$ cat config.mk
export PLATFORM = sky130hd
export DESIGN_NAME = pca_fifo
export DESIGN_NICKNAME = d
export VERILOG_FILES = /design/src/rtl/pca_pkg.sv /design/src/rtl/pca_fifo.sv
export SDC_FILE = /design/constraint.sdc
export NUM_CORES = 1
export LEC_CHECK = 0
export BUFFER_PORTS_ARGS = -buffer_cell sky130_fd_sc_hd__buf_4
export CORE_MARGIN = 2
export CORE_UTILIZATION = 49
export CTS_BUF_LIST = sky130_fd_sc_hd__clkbuf_16
export DETAILED_ROUTE_END_ITERATION = 12
export GPL_TIMING_DRIVEN = 1
export HOLD_SLACK_MARGIN = 0.05
export PLACE_DENSITY_LB_ADDON = 0.08
export SYNTH_ARGS = -nofsm -noshare
export SYNTH_HDL_FRONTEND = slang
export SYNTH_SLANG_ARGS = --single-unit
$ cat constraint.sdc
create_clock -name i_clk -period 2.9 [get_ports i_clk]
set_input_delay 0.58 -clock i_clk [delete_from_list [all_inputs] [get_ports i_clk]]
set_output_delay 0.58 -clock i_clk [all_outputs]
set_load 0.05 [all_outputs]
$ cat src/rtl/pca_pkg.sv
`timescale 1ns / 1ps
`default_nettype none
// ----------------------------------------------------------------------------
// Pair collision package
// Widths, item and job types, and the saturation helpers used by the
// back end.
// ----------------------------------------------------------------------------
package pca_pkg;

    localparam int POS_W  = 32;   // signed Q16.16 position or acceleration
    localparam int RAD_W  = 31;   // unsigned radius
    localparam int MASS_W = 31;   // unsigned mass
    localparam int G_W    = 32;   // unsigned coefficient
    localparam int DC_W   = 33;   // magnitude of a coordinate difference
    localparam int SQ_W   = 66;   // square and sum of squares
    localparam int ROOT_W = 34;   // distance
    localparam int OV_W   = 32;   // overlap depth and radius sum
    localparam int GM_W   = 63;   // coefficient times mass
    localparam int PN_W   = 65;   // push numerator
    localparam int PD_W   = 35;   // push divisor
    localparam int PL_W   = 65;   // low partial product
    localparam int PH_W   = 64;   // high partial product
    localparam int AN_W   = 96;   // attraction numerator
    localparam int AD_W   = 68;   // attraction divisor (distance squared)
    localparam int Q_W    = 34;   // quotient bits of each divider
    localparam int EXT_W  = 36;   // widened position sum

    localparam logic [G_W-1:0]   G_RESET = 32'h0001_0000;
    localparam logic [POS_W-1:0] POS_MAX = 32'h7FFF_FFFF;
    localparam logic [POS_W-1:0] NEG_MIN = 32'h8000_0000;

    typedef struct packed {
        logic [POS_W-1:0]  x1;
        logic [POS_W-1:0]  y1;
        logic [POS_W-1:0]  x2;
        logic [POS_W-1:0]  y2;
        logic [RAD_W-1:0]  r1;
        logic [RAD_W-1:0]  r2;
        logic [MASS_W-1:0] m1;
        logic [MASS_W-1:0] m2;
        logic              mov1;
        logic              mov2;
    } t_item;

    typedef struct packed {
        logic [POS_W-1:0]  x1;
        logic [POS_W-1:0]  y1;
        logic [POS_W-1:0]  x2;
        logic [POS_W-1:0]  y2;
        logic              sdx;
        logic              sdy;
        logic [DC_W-1:0]   adx;
        logic [DC_W-1:0]   ady;
        logic [OV_W-1:0]   rsum;
        logic [MASS_W-1:0] m1;
        logic [MASS_W-1:0] m2;
        logic              mov1;
        logic              mov2;
        logic              coin;
    } t_fpay;

    typedef struct packed {
        t_fpay             pay;
        logic [ROOT_W-1:0] distance;
        logic              ovl;
        logic [OV_W-1:0]   ov;
    } t_job;

    typedef struct packed {
        logic [POS_W-1:0] x1;
        logic [POS_W-1:0] y1;
        logic [POS_W-1:0] x2;
        logic [POS_W-1:0] y2;
        logic             sdx;
        logic             sdy;
        logic             ovl;
        logic             coin;
        logic             mov1;
        logic             mov2;
    } t_bpay;

    typedef struct packed {
        logic [POS_W-1:0] n1x;
        logic [POS_W-1:0] n1y;
        logic [POS_W-1:0] n2x;
        logic [POS_W-1:0] n2y;
        logic [POS_W-1:0] a1x;
        logic [POS_W-1:0] a1y;
        logic [POS_W-1:0] a2x;
        logic [POS_W-1:0] a2y;
        logic             ovl;
        logic             coin;
    } t_result;

    typedef struct packed {
        logic full;
        logic empty;
    } t_fifo_stat;

    // Clamp a widened two's complement sum to 32 bits.
    function automatic logic [POS_W-1:0] sat_pos(input logic [EXT_W-1:0] v);
        logic ovp;
        logic ovn;
        ovp = !v[EXT_W-1] && (v[EXT_W-2:POS_W-1] != '0);
        ovn = v[EXT_W-1] && (v[EXT_W-2:POS_W-1] != '1);
        priority if (ovp) begin
            return POS_MAX;
        end else if (ovn) begin
            return NEG_MIN;
        end else begin
            return v[POS_W-1:0];
        end
    endfunction

    // Apply the sign to an attraction quotient, clamping the magnitude.
    function automatic logic [POS_W-1:0] attract_val(input logic [Q_W-1:0] q,
                                                     input logic ovf,
                                                     input logic negative);
        logic [POS_W-1:0] cap;
        logic [POS_W-1:0] mag;
        cap = negative ? NEG_MIN : POS_MAX;
        mag = (ovf || (q > Q_W'(cap))) ? cap : q[POS_W-1:0];
        return negative ? (POS_W'(0) - mag) : mag;
    endfunction

endpackage
`default_nettype wire

$ cat src/rtl/pca_fifo.sv
`timescale 1ns / 1ps
`default_nettype none
// ----------------------------------------------------------------------------
// Job queue
// Small register queue between the front and back pipelines.
// ----------------------------------------------------------------------------
module pca_fifo #(
    parameter int W     = 8,
    parameter int DEPTH = 4
) (
    input  wire logic         i_clk,
    input  wire logic         i_rst_n,
    input  wire logic         i_wr,
    input  wire logic [W-1:0] i_wdata,
    input  wire logic         i_rd,
    output logic [W-1:0]      o_rdata,
    output pca_pkg::t_fifo_stat o_stat
);
    import pca_pkg::*;

    localparam int AW = $clog2(DEPTH);
    localparam int CW = $clog2(DEPTH + 1);

    logic [W-1:0]  r_mem [DEPTH];
    logic [AW-1:0] r_wp;
    logic [AW-1:0] r_rp;
    logic [CW-1:0] r_cnt;
    logic [AW-1:0] n_wp;
    logic [AW-1:0] n_rp;

    assign n_wp = (r_wp == AW'(DEPTH - 1)) ? '0 : r_wp + 1'b1;
    assign n_rp = (r_rp == AW'(DEPTH - 1)) ? '0 : r_rp + 1'b1;

    always_ff @(posedge i_clk) begin
        if (!i_rst_n) begin
            r_wp  <= '0;
            r_rp  <= '0;
            r_cnt <= '0;
        end else begin
            if (i_wr) begin
                r_wp <= n_wp;
            end
            if (i_rd) begin
                r_rp <= n_rp;
            end
            if (i_wr && !i_rd) begin
                r_cnt <= r_cnt + 1'b1;
            end else if (i_rd && !i_wr) begin
                r_cnt <= r_cnt - 1'b1;
            end
        end
    end

    always_ff @(posedge i_clk) begin
        if (i_wr) begin
            r_mem[r_wp] <= i_wdata;
        end
    end

    assign o_rdata      = r_mem[r_rp];
    assign o_stat.full  = (r_cnt == CW'(DEPTH));
    assign o_stat.empty = (r_cnt == '0);

endmodule
`default_nettype wire

* Word-level counts from Yosys, hierarchy flattened *
Memories as Yosys holds them, arrays and structs flattened. A register that Yosys moved wholly into a read port is not among the register bits.
Index checks and enable logic that the tools add are counted.

word-level totals
  output and inout port bits = 10
  memory bits (read-only) = 0
  memories = 1
  latch bits = 0
  word-level logic and storage cells = 25
  bits of input ports = 12
  RAM bits = 32
  register bits after elaboration = 7

memory list
  name   depth  width  read ports  clocked after Yosys merged registers in  wr ports  line            text
  r_mem  4      8      1           1                                        1         pca_fifo.sv:24  logic [W-1:0] r_mem [DEPTH];

operators by class
  multipliers = 0
  $lt $le $gt $ge = 0
  add/subtract/negate cells = 4
  muxes and demuxes = 8
  eq/ne operators = 3
  bitwise logic cells = 0
  divide/modulo/power cells = 0
  reduce and logical (&&, ||, !) cells = 6
  shifts and indexed selects = 0

operators by type and width
  operator                                          number
  2-to-1 mux 2 bit                                  4
  2-to-1 mux 3 bit                                  2
  adder 2 x 1 -> 2 bit, second input constant       2
  == test 2 bit, second input constant              2
  adder 3 x 1 -> 3 bit, second input constant       1
  == test 3 bit, second input constant              1
  zero test 3 bit                                   1
  subtractor 3 x 1 -> 3 bit, second input constant  1
  logical AND 1 bit                                 2
  zero test 1 bit                                   2
  2-to-1 mux 1 bit                                  2
  nonzero test 2 bit                                1

* Logic depth before layout (Yosys ltp) *
  word-level depth = 4
  gate-level depth with buffers = 7
  depth with buffers taken out = 7

* Least setup slack after synthesis *
OpenSTA, ideal clock, no wires.

  kind = register to output
  start point = register r_cnt[1]
  end point = output port o_stat[1] in the netlist's numbering
  required time = 2.320 ns
  setup slack = 0.818 ns
  arrival = 1.502 ns
  path buffers = 0
  stages on the path, launching flop included = 2
  cells stage by stage = dfxtp_1 nor3b_1

RTL lines
  what                      line            text
  start: declaration        pca_fifo.sv:27  logic [CW-1:0] r_cnt;
  start signal: assignment  pca_fifo.sv:47  r_cnt <= r_cnt + 1'b1;
  start signal: assignment  pca_fifo.sv:49  r_cnt <= r_cnt - 1'b1;
  end: declaration          pca_fifo.sv:17  output pca_pkg::t_fifo_stat o_stat

==> metrics.cfg <==
[sta]
drv_slew=0
max_freq_mhz=438.2
whs_ps=496.9
setup_ws_ps=618.2
skew_ps=2.415
finalCritPeriodShare=0.7868
slew_headroom=0.6454
tns_ps=0
tightest_slew_ps=531.1
hold_viol_final=0
min_period_ps=2282
setup_viol=0
rsz0062_at_grt=false

[clock_network]
cts_resized=0
numCtsBuffers=5
cts.path.max_buffers=2
clk_pin_slew_ps=50
postCtsHoldBufs=0
h-tree-depth=2
clock_latency_ps=270
clock-sinks=41
root_buffer=clkbuf_16
cts_tree=yes
cts_setup_buffers=0

[worst_setup_path]
reg2reg_from=r_cnt[0]
cp-start-kind=flip-flop
r2r_cells=4
r2r_end=r_cnt[2]
endpoint_kind=output pin
crit_path_max_fanout=8
worstSetupPathType=reg -> out
worstPathRequired_ps=2320
critPathArrivalTime_ps=1700
r2r_slack_ps=1450

[power]
p_per_area_nw_per_um2=721.7
p_seq_frac=0.494
p_sw_frac=0.2437
vdd_drop_max_mv=0.3606
power.net_switching_mw=0.3426
combPwrFrac=0.151
p_clk_frac=0.355
p_leak_nw=0.7234
p_int_mw=1.063

[drt]
drt_iter0_markers=20
dr.pass1.iters=4
post-route-drc-count=0
vias=786
ant_nets=0
drt-vias-per-instance=5.006
wl_per_cell_um=14.42
drt-total-wl_um=2264

[yosys]
synthFlopType=edfxtp_1
synth_top_area_frac=0.5949
synth_cell_types=20
avgSynthCellArea_um2=18.78
synthCells=86
synth_nets=105
yosys_warnings=0
synthTopCellsByCount=edfxtp_1 (32), dfxtp_1 (9), mux4_2 (8)
synth.most_common_cell=edfxtp_1
synth_area_leader_cell=edfxtp_1
synth_seq_cells=41
synth.area.top_cells=edfxtp_1 (59%), dfxtp_1 (11%), mux4_2 (11%)
yosysSeqAreaShare=0.7064
async_flop_share=0
synthesis.area_um2=1615
synth_edf_count=32

[min_path]
worst_hold_path_type=reg -> reg
min_from=r_cnt[2]
hold_depth=2
min_to=r_cnt[2]

[die]
die_w_um=61.42
ioPinCount=22
die_y_um=61.42
start_util=0.5206
die-area_um2=3772
num_rows=20
core-area_um2=3103

[cells_and_area]
drive_gt1_frac=0.3009
diodes=0
layout.nets=131
syn2layout_area_growth_pct=20.60
n_fill_cell=249

[placement]
hpwl_um=1623
place.port_buffers=21
post-place-ws_ps=853.1
globalplace.congestion=0.6369

[run]
cap_violations=0

[grt]
grt_first_pass_wirelength_um=3774
grt_max_degree=13
antenna_found_initial=0
grt_pass1_vias=779
grt-ovfl-total=0
gr-usage-all-layers=0.1485

[outcome]
status=completed

## flip-flops by register name, summed over array words and instances, names as in the netlist, named ones only
signal / count
r_rp: 2
r_mem: 32
r_wp: 2
r_cnt: 3
## layout make-up
class / count / area (µm²) / area share
timing repair buffer: 21 / 157.7 / 0.08092
sequential: 41 / 1141 / 0.5857
clock inverter: 3 / 11.26 / 0.005780
inverter: 4 / 15.01 / 0.007707
tap: 44 / 55.05 / 0.02826
multi-input combinational: 39 / 442.9 / 0.2274
clock buffer: 5 / 125.1 / 0.06423
## power by group through the flow
stage,Sequential (mW),Clock [mW],Combinational [mW]
final,0.694,0.499,0.213
after floorplan,0.694,0,0.162
after global routing,0.699,0.537,0.230
after CTS,0.695,0.512,0.216
after detailed placement,0.707,0,0.216
after global placement,0.705,0,0.211
## through the flow
stage | instance area (µm²) | total power, mW | utilization | cells
3_5_place_dp | 1812 | 0.9230 | 0.5839 | 149
3_3_place_gp | 1812 | 0.9164 | 0.5839 | 149
5_1_grt | 1948 | 1.466 | 0.6278 | 157
4_1_cts | 1948 | 1.423 | 0.6278 | 157
6_report | 1948 | 1.406 | 0.6278 | 157
2_1_floorplan | 1615 | 0.8562 | - | 86
## per-layer routing
metal  up-vias  track usage  share of wire
met3         2      0.05672          0.048
met1       376       0.1906           0.45
met2        30       0.2280           0.50
met5         -            0              0
li1        378            -              -
met4         0      0.06383         0.0062
## critical path, stage by stage, from the launching register on
cell     delay (ps)
dfxtp_1         650
mux4_2          580
buf_4           200
## worst max path at each step
stage	start	end	slack, ps
2_1_floorplan	r_cnt[1]	o_stat[1]	820
3_3_place_gp	i_rd	r_cnt[2]	860
3_5_place_dp	flip-flop	o_rdata[5]	850
4_1_cts	flip-flop	o_rdata[5]	560
5_1_grt	flip-flop	o_rdata[5]	480
6_report	flip-flop	o_rdata[5]	620
## cell families after synthesis
| logic type | share of synthesized area |
|---|---|
| fa+ha+maj | 0.05887 |
| flops | 0.7064 |
| simple gates | 0.05577 |
| buf+inv | 0.01936 |
| compound gates | 0.01239 |
| xor+xnor | 0.01085 |
| mux | 0.1363 |
## cell usage in the layout, fill, tap and decap left out
cell,synthesis,layout
a21boi_1,1,1
and2_1,5,5
buf_4,0,21
clkbuf_16,0,5
clkinv_1,0,1
dfxtp_1,9,9
edfxtp_1,32,32
fa_1,1,1
ha_1,6,6
inv_1,4,6
mux2i_1,4,4
mux4_2,8,8
nor2_1,1,1
nor2b_1,5,5
nor3_1,2,2
nor3b_1,1,1
o21a_1,1,1
o21ai_0,1,1
or3_1,1,1
xnor2_1,1,1
xor2_1,1,1
Power figures use the tool's default switching activity.
